File: config.mk
export PLATFORM = sky130hd
export DESIGN_NAME = size_string_parser_unit
export DESIGN_NICKNAME = d
export VERILOG_FILES = /design/src/sv/ssp_pkg.sv /design/src/sv/ssp_step.sv /design/src/sv/ssp_scale.sv /design/src/sv/size_string_parser_unit.sv
export SDC_FILE = /design/constraint.sdc
export NUM_CORES = 1
export LEC_CHECK = 0
export BUFFER_PORTS_ARGS = -buffer_cell sky130_fd_sc_hd__buf_2
export CORE_MARGIN = 5
export CORE_UTILIZATION = 50
export CTS_CLUSTER_DIAMETER = 80
export DETAILED_ROUTE_END_ITERATION = 8
export MAX_ROUTING_LAYER = met4
export PLACE_DENSITY = 0.81
export SYNTH_ARGS = -nofsm -noshare
export SYNTH_HDL_FRONTEND = slang
export SYNTH_HIERARCHICAL = 1
export SYNTH_SLANG_ARGS = --single-unit
File: constraint.sdc
create_clock -name i_clk -period 5.7 [get_ports i_clk]
set_clock_uncertainty 0.1 [all_clocks]
set_input_delay 0.57 -clock i_clk [delete_from_list [all_inputs] [get_ports i_clk]]
set_output_delay 0.57 -clock i_clk [all_outputs]
set_load 0.005 [all_outputs]
File: src/sv/ssp_pkg.sv
package ssp_pkg;

    localparam int unsigned ACC_W   = 64;
    localparam int unsigned SHIFT_W = 6;
    localparam int unsigned PHASE_W = 2;

    localparam logic [PHASE_W-1:0] PH_DIGITS = 2'd0;
    localparam logic [PHASE_W-1:0] PH_SUFFIX = 2'd1;
    localparam logic [PHASE_W-1:0] PH_FAILED = 2'd2;

    localparam logic [ACC_W-1:0] ACC_MAX    = {ACC_W{1'b1}};
    localparam logic [ACC_W-1:0] DIGIT_CUTOFF = (ACC_MAX - 64'd9) / 64'd10;

    localparam logic [7:0] CH_ZERO = 8'h30;
    localparam logic [7:0] CH_NINE = 8'h39;
    localparam logic [7:0] CH_K_LC = 8'h6B;
    localparam logic [7:0] CH_K_UC = 8'h4B;
    localparam logic [7:0] CH_M_LC = 8'h6D;
    localparam logic [7:0] CH_M_UC = 8'h4D;
    localparam logic [7:0] CH_G_LC = 8'h67;
    localparam logic [7:0] CH_G_UC = 8'h47;
    localparam logic [7:0] CH_T_LC = 8'h74;
    localparam logic [7:0] CH_T_UC = 8'h54;

    localparam logic [SHIFT_W-1:0] SH_NONE = 6'd0;
    localparam logic [SHIFT_W-1:0] SH_KILO = 6'd10;
    localparam logic [SHIFT_W-1:0] SH_MEGA = 6'd20;
    localparam logic [SHIFT_W-1:0] SH_GIGA = 6'd30;
    localparam logic [SHIFT_W-1:0] SH_TERA = 6'd40;

    typedef struct packed {
        logic [ACC_W-1:0]   acc;
        logic [PHASE_W-1:0] phase;
        logic               saw_digit;
        logic [SHIFT_W-1:0] shift;
    } t_state;

    typedef struct packed {
        logic [ACC_W-1:0]   acc;
        logic               good;
        logic [SHIFT_W-1:0] shift;
    } t_snap;

    localparam t_state STATE_RESET = '{acc: '0, phase: PH_DIGITS, saw_digit: 1'b0,
                                      shift: SH_NONE};

    function automatic logic [SHIFT_W-1:0] suffix_shift_of(input logic [7:0] ch);
        logic [SHIFT_W-1:0] sh;
        case (ch)
            CH_K_LC, CH_K_UC: sh = SH_KILO;
            CH_M_LC, CH_M_UC: sh = SH_MEGA;
            CH_G_LC, CH_G_UC: sh = SH_GIGA;
            CH_T_LC, CH_T_UC: sh = SH_TERA;
            default:          sh = SH_NONE;
        endcase
        return sh;
    endfunction

endpackage

File: src/sv/ssp_step.sv
module ssp_step import ssp_pkg::*; (
    input  t_state     i_state,
    input  logic [7:0] i_char,
    input  logic       i_end_only,
    output t_state     o_state
);

    logic [SHIFT_W-1:0] suffix_sh;
    logic [7:0]         digit;

    assign suffix_sh = suffix_shift_of(i_char);
    assign digit     = i_char - CH_ZERO;

    always_comb begin
        o_state = i_state;
        if (!i_end_only) begin
            case (i_state.phase)
                PH_DIGITS: begin
                    if (i_char inside {[CH_ZERO:CH_NINE]}) begin
                        o_state.saw_digit = 1'b1;
                        if (i_state.acc > DIGIT_CUTOFF) begin
                            o_state.phase = PH_FAILED;
                        end else begin
                            // times ten as two shifted copies
                            o_state.acc = (i_state.acc << 3) + (i_state.acc << 1)
                                        + {{(ACC_W-8){1'b0}}, digit};
                        end
                    end else if (!i_state.saw_digit) begin
                        o_state.phase = PH_FAILED;
                    end else if (suffix_sh == SH_NONE) begin
                        o_state.phase = PH_FAILED;
                    end else begin
                        o_state.shift = suffix_sh;
                        o_state.phase = PH_SUFFIX;
                    end
                end
                default: begin
                    // any byte after the suffix, or once failed
                    o_state.phase = PH_FAILED;
                end
            endcase
        end
    end

endmodule

File: src/sv/ssp_scale.sv
module ssp_scale import ssp_pkg::*; (
    input  t_snap             i_snap,
    output logic              o_ok,
    output logic [ACC_W-1:0]  o_value
);

    logic [ACC_W-1:0] limit;

    assign limit   = ACC_MAX >> i_snap.shift;
    assign o_ok    = i_snap.good && (i_snap.acc <= limit);
    assign o_value = o_ok ? (i_snap.acc << i_snap.shift) : '0;

endmodule

File: src/sv/size_string_parser_unit.sv
// Path of a tlast beat: input, snapshot, output register, o_m_axis_tvalid.
// Throughput: one beat per cycle unless a last beat meets full result regs;
// limit: accumulator update (x10, digit add, cutoff compare) in parse stage
// Reset: synchronous, active low; clears all stage valids and returns the
// parser to its empty-string state.
module size_string_parser_unit import ssp_pkg::*; (
    input  logic              i_clk,
    input  logic              i_rst_n,
    input  logic              i_s_axis_tvalid,
    output logic              o_s_axis_tready,
    input  logic [7:0]        i_s_axis_tdata,   // [7:0] char_code
    input  logic              i_s_axis_tuser,   // [0] end_only
    input  logic              i_s_axis_tlast,
    output logic              o_m_axis_tvalid,
    input  logic              i_m_axis_tready,
    output logic [ACC_W-1:0]  o_m_axis_tdata,   // [63:0] size_value
    output logic              o_m_axis_tuser    // [0] ok
);

    logic              r_in_valid;
    logic [7:0]        r_in_char;
    logic              r_in_end_only;
    logic              r_in_last;

    t_state            r_state;
    t_state            n_state;

    logic              r_snap_valid;
    t_snap             r_snap;

    logic              r_out_valid;
    logic              r_out_ok;
    logic [ACC_W-1:0]  r_out_value;

    logic              scale_ok;
    logic [ACC_W-1:0]  scale_value;

    logic              out_free;
    logic              snap_free;
    logic              in_consume;
    logic              in_take;

    ssp_step u_step (
        .i_state    (r_state),
        .i_char     (r_in_char),
        .i_end_only (r_in_end_only),
        .o_state    (n_state)
    );

    ssp_scale u_scale (
        .i_snap  (r_snap),
        .o_ok    (scale_ok),
        .o_value (scale_value)
    );

    assign out_free   = !r_out_valid || i_m_axis_tready;
    assign snap_free  = !r_snap_valid || out_free;
    // only a last beat needs room downstream
    assign in_consume = r_in_valid && (!r_in_last || snap_free);
    assign in_take    = i_s_axis_tvalid && o_s_axis_tready;

    assign o_s_axis_tready = !r_in_valid || in_consume;

    always_ff @(posedge i_clk) begin
        if (!i_rst_n) begin
            r_in_valid <= 1'b0;
        end else if (o_s_axis_tready) begin
            r_in_valid <= i_s_axis_tvalid;
        end
    end

    always_ff @(posedge i_clk) begin
        if (in_take) begin
            r_in_char     <= i_s_axis_tdata;
            r_in_end_only <= i_s_axis_tuser;
            r_in_last     <= i_s_axis_tlast;
        end
    end

    always_ff @(posedge i_clk) begin
        if (!i_rst_n) begin
            r_state <= STATE_RESET;
        end else if (in_consume) begin
            r_state <= r_in_last ? STATE_RESET : n_state;
        end
    end

    always_ff @(posedge i_clk) begin
        if (!i_rst_n) begin
            r_snap_valid <= 1'b0;
        end else if (snap_free) begin
            r_snap_valid <= in_consume && r_in_last;
        end
    end

    always_ff @(posedge i_clk) begin
        if (in_consume && r_in_last) begin
            r_snap.acc   <= n_state.acc;
            r_snap.shift <= n_state.shift;
            r_snap.good  <= n_state.saw_digit &&
                            (n_state.phase == PH_DIGITS || n_state.phase == PH_SUFFIX);
        end
    end

    always_ff @(posedge i_clk) begin
        if (!i_rst_n) begin
            r_out_valid <= 1'b0;
        end else if (out_free) begin
            r_out_valid <= r_snap_valid;
        end
    end

    always_ff @(posedge i_clk) begin
        if (out_free && r_snap_valid) begin
            r_out_ok    <= scale_ok;
            r_out_value <= scale_value;
        end
    end

    assign o_m_axis_tvalid = r_out_valid;
    assign o_m_axis_tdata  = r_out_value;
    assign o_m_axis_tuser  = r_out_ok;

    // hold a finished string while the output is stalled
    a_snap_hold: assert property (@(posedge i_clk) disable iff (!i_rst_n)
        (r_snap_valid && r_out_valid && !i_m_axis_tready) |=> r_snap_valid)
        else $error("pending result dropped under stall");

    a_fail_zero: assert property (@(posedge i_clk) disable iff (!i_rst_n)
        (o_m_axis_tvalid && !o_m_axis_tuser) |-> (o_m_axis_tdata == '0))
        else $error("failed string carries a nonzero value");

    a_state_clear: assert property (@(posedge i_clk) disable iff (!i_rst_n)
        (in_consume && r_in_last) |=>
            (r_state.acc == '0 && r_state.phase == PH_DIGITS && !r_state.saw_digit))
        else $error("parser not cleared after last beat");

    a_stall_cause: assert property (@(posedge i_clk) disable iff (!i_rst_n)
        !o_s_axis_tready |-> (r_in_valid && r_in_last && r_snap_valid && r_out_valid))
        else $error("input stalled without a full pipeline");

endmodule

* Yosys cells after proc, flatten, opt, wreduce, memory -nomap -nowiden
Cells that the tools add are included.
** Storage, ports and cells
- Bits in registers :: 222
- Logic and storage cells :: 72
** Cells by class
- Add/sub/neg operators :: 3
- Order comparisons :: 4
- Equal/unequal tests :: 9
- Shift-type cells :: 2
- Multiplexer cells :: 16
- Reduce and logical (&&, ||, !) cells :: 23
** Operators with widths (number)
- two-way mux 64 bit :: 3
- two-way mux 73 bit :: 2
- adder 64 bit :: 1
- adder 64 x 8 -> 64 bit :: 1
- == test 8 x 7 -> 1 bit (second input constant) :: 8
- > comparator 64 x 61 -> 1 bit (second input constant) :: 1
- less-or-equal comparator 64 bit :: 1
- << shifter 64 x 6 -> 64 bit :: 1
- >> shifter 64 x 6 -> 64 bit (first input constant) :: 1
- case mux 6 bit (4 select lines) :: 1
- two-way mux 6 bit :: 3
- two-way mux 2 bit :: 5
- >= comparator 8 x 6 -> 1 bit (second input constant) :: 1
- less-or-equal comparator 8 x 6 -> 1 bit (second input constant) :: 1
- OR reduction 2 bit :: 4
- subtractor 8 x 6 -> 8 bit (second input constant) :: 1
- logical AND 1 bit :: 7
- two-way mux 7 bit :: 1
- logical NOT 6 bit :: 1
- logical OR 1 bit :: 5
- logical NOT 1 bit :: 4
- logical NOT 2 bit :: 2
- == test 2 x 1 -> 1 bit (second input constant) :: 1
- two-way mux 1 bit :: 1

* Longest topological paths before layout
- Depth after elaboration :: 12
- Depth in mapped cells :: 19
- Depth with buffers taken out :: 15

* Cells and area by module
Netlist, hierarchy kept.
** Modules (own cells, without submodules)
- size_string_parser_unit :: instances 1, cells an instance 332, area an instance 6940.4 um2, seq. area each 5905.7 um2
- ssp_scale :: instances 1, cells an instance 837, area an instance 6139.6 um2, seq. area each 0.0 um2
- ssp_step :: instances 1, cells an instance 844, area an instance 5885.6 um2, seq. area each 0.0 um2

* Worst setup path after synthesis
OpenSTA, ideal clock, no wires.
- Path type :: input to register
- From :: in i_m_axis_tready
- To :: reg r_out_value[0] (netlist: o_m_axis_tdata[0]), enable pin
- Setup time :: 0.587 ns
- Arrival :: 5.339 ns
- Required time :: 5.013 ns
- Slack :: -0.326 ns
- Stages on the path :: 2
- Path buffers :: 0
- Path through :: inv_1 a21boi_0
** On the way
- Longest elaborated chain between the ends :: 2
** RTL lines
- start: declaration :: RTL line size_string_parser_unit.sv:15 : input logic i_m_axis_tready,
- logical OR 1 bit :: RTL line size_string_parser_unit.sv:56 : assign out_free = !r_out_valid || i_m_axis_tready;
- logical AND 1 bit :: RTL line size_string_parser_unit.sv:114 : if (out_free && r_snap_valid) begin
- end signal: assignment :: RTL line size_string_parser_unit.sv:116 : r_out_value <= scale_value;
- end: declaration :: RTL line size_string_parser_unit.sv:33 : logic [ACC_W-1:0] r_out_value;
No other way between the ends.
A chain may end at the register's enable or synchronous reset.

==> results.ini <==
[status]
status=completed

[critical_path]
cp-end-kind=register
worstPathRequired_ns=6.04
rrSetupSlack_ns=0.79
r2r_end=r_state[71]$_SDFFE_PN0P_
cp.arrival_ns=5.25
reg2reg_from=r_in_char[4]$_DFFE_PP_
startpoint_type=register
crit_path_max_fanout=5
ff2ff_path_depth=14
criticalPathCategory=register to register

[floorplanning]
die_w_um=204.8
die_h_um=204.8
die_area_um2=41930
rows=71
initial_core_util=0.5047
num_io_pins=81
core_um2=37580

[synth]
synthesis.instances=2013
avgSynthCellArea_um2=9.422
synth_seq_cells=222
synth_edf_count=146
synth_area_um2=18970
syn_nets=2218
ys_async_sr_fraction=0
ys_warn_count=6
yosysSeqAreaShare=0.3114
synth_top_flop_cell=edfxtp_1
synthDistinctLibCells=94

[drt]
drt_iter0_drc=1348
routed_wirelength_mm=55.28
wl_per_cell_um=21.72
drc=0
firstDrtPassIters=7
ant_nets=0
drt-vias-per-instance=6.391
vias=16265

[sta]
fin_crit_ns=4.909
tightestPinTransition_ns=1.016
tns_ns=0
rsz0062_at_grt=no
setup_viol=0
drv_slew=0
hold_violations=0
fin_crit_sh=0.8613
slew_headroom=0.3216
timing.fmax_mhz=203.7

[cts]
path_clk_slew_ns=0.06
clockBufferDepth=3
cts.sinks=222
post_cts_resized=0
cts-hold-fix-buffers=0
h-tree-depth=1
root_buffer=clkbuf_16
clk_latency_ns=0.55
post_cts_buffers=0
cts_buffers=24
cts_tree=built

[final_layout]
area_delta_synth_final_pct=6.663
ff_latch_area_um2=5906
fin_nets=2222
antenna_cells=0
layout_commonest_cell=nand2_1
multi_input_area_um2=12130
nFillCells=3332
mostFrequentLayoutCells=nand2_1, ha_1, a21oi_1, nor2_1, edfxtp_1
finalNonFillerCells=2545
drive_gt1_frac=0.1386

[power]
leakagePower_nw=8.433
p_int_w=0.002824
pwr-share-seq=0.473
switching_share=0.2497
combinationalPowerShare=0.095
ir_drop_v=0.0002202
clockPowerShare=0.432
switchingPower_w=0.0009395
power_density_nw_per_um2=186.0

[placement]
dp_hpwl_mm=42.62
place_inst=2502
portBuffers=80
gp_congestion=0.9965

[global_route]
grt_usage=0.2646
grt_max_degree=73
grt_antenna_before_repair=0
overflow=0
grt_pass1_vias=15394
grt_pass1_wl_mm=86.22

[min_path]
min_path_type=input pin to register
min_path_cells=1
min_to=r_in_end_only$_DFFE_PP_
hold_start=i_s_axis_tuser

[run]
drv_cap=0

[worst max-delay path by stage]
stage / startpoint / cells past startpoint / end
final: r_in_char[4]$_DFFE_PP_ / 14 / r_state[71]$_SDFFE_PN0P_
after global routing: r_in_char[4]$_DFFE_PP_ / 14 / r_state[71]$_SDFFE_PN0P_
after CTS: r_in_char[4]$_DFFE_PP_ / 14 / r_state[71]$_SDFFE_PN0P_
after detailed placement: r_in_char[4]$_DFFE_PP_ / 14 / r_state[71]$_SDFFE_PN0P_
after global placement: r_in_char[4]$_DFFE_PP_ / 14 / r_state[71]$_SDFFE_PN0P_
after floorplan: i_m_axis_tready / 2 / r_snap[0]$_DFFE_PP_
[cells in the mapped netlist, drive strengths merged, types with 12 or more instances]
cell	number	area share
nand2	262	0.052
a22o	74	0.034
nor4	14	0.0057
o21bai	24	0.0095
xnor2	23	0.011
o211ai	15	0.0059
a221oi	17	0.0088
mux4	52	0.062
dfxtp	76	0.080
ha	185	0.12
a21o	52	0.021
nand3	31	0.0082
o21ai	120	0.032
nand2b	14	0.0046
xor2	32	0.015
a21oi	162	0.043
nand4	41	0.014
mux2i	36	0.019
nor2	161	0.032
mux2	38	0.023
a21boi	14	0.0055
inv	29	0.0057
a211oi	34	0.013
nor2b	17	0.0060
o21a	13	0.0051
and2	12	0.0041
buf	68	0.033
edfxtp	146	0.23
clkbuf	61	0.012
nor3	53	0.018
a31oi	23	0.0076
[critical path: stages, from the launching register on]
cell and delay, ns:
edfxtp_1 0.44, ha_1 0.26, xnor2_1 0.19, fa_1 0.45, ha_1 0.38, o211ai_1 0.13, o21ai_2 0.26, o221ai_1 0.27
a2111oi_1 0.51, o21ai_0 0.21, o211ai_1 0.53, a31oi_1 0.32, o311ai_0 0.36, o211ai_1 0.17, a22o_1 0.23
[power groups by stage]
stage | Combinational, W | Clock [W] | Sequential, W
6_report | 0.000357 | 0.00163 | 0.00178
5_1_grt | 0.000386 | 0.00171 | 0.00178
4_1_cts | 0.000351 | 0.00165 | 0.00178
3_5_place_dp | 0.000350 | 0 | 0.00181
3_3_place_gp | 0.000344 | 0 | 0.00181
2_1_floorplan | 0.000271 | 0 | 0.00180
[registers in the layout (all words and copies together), names as in the netlist]
| name | flops |
|---|---|
| r_state | 73 |
| o_m_axis_tvalid | 1 |
| r_in_end_only | 1 |
| r_snap_valid | 1 |
| r_snap | 71 |
| r_in_char | 8 |
| r_in_valid | 1 |
| o_m_axis_tuser | 1 |
| o_m_axis_tdata | 64 |
| r_in_last | 1 |
[routing by layer]
metal	share of wire	track usage	vias to the layer above
met3	0.065	0.03024	155
met5	0	-	-
met2	0.47	0.4301	711
met1	0.41	0.3410	7742
li1	-	-	7657
met4	0.047	0.1046	0
[layout make-up]
class | count | share of cell area
inverters | 31 | 0.005752
clock inverters | 14 | 0.009154
flip-flops and latches | 222 | 0.2919
multi-input cells | 1631 | 0.5995
repair buffers | 107 | 0.03043
well taps | 511 | 0.03161
clock buffers | 29 | 0.03161
[cells by family (layout without fill, tap and decap cells)]
| logic type | count (synthesis) | after routing | share of synthesized area |
|---|---|---|---|
| xor+xnor | 55 | 55 | 0.02540 |
| mux | 126 | 126 | 0.1043 |
| simple gates | 651 | 651 | 0.1637 |
| buf+inv | 160 | 181 | 0.05126 |
| flops | 222 | 222 | 0.3114 |
| compound gates | 608 | 608 | 0.2156 |
| fa+ha+maj | 191 | 191 | 0.1284 |
[through the flow]
step	power, W	cell area (µm²)	util	hold WS, ns	setup WS [ns]
final	0.003763	20230	0.5383	0.1009	0.7908
after global routing	0.003881	20230	0.5383	0.08581	0.5227
after CTS	0.003777	20230	0.5383	0.08604	0.9032
after detailed placement	0.002164	19400	0.5164	0.3578	0.9095
after global placement	0.002156	19400	0.5164	0.3516	1.053
after floorplan	0.002069	18970	-	0.3339	1.379
No activity file was read; power rests on OpenSTA's default activity.
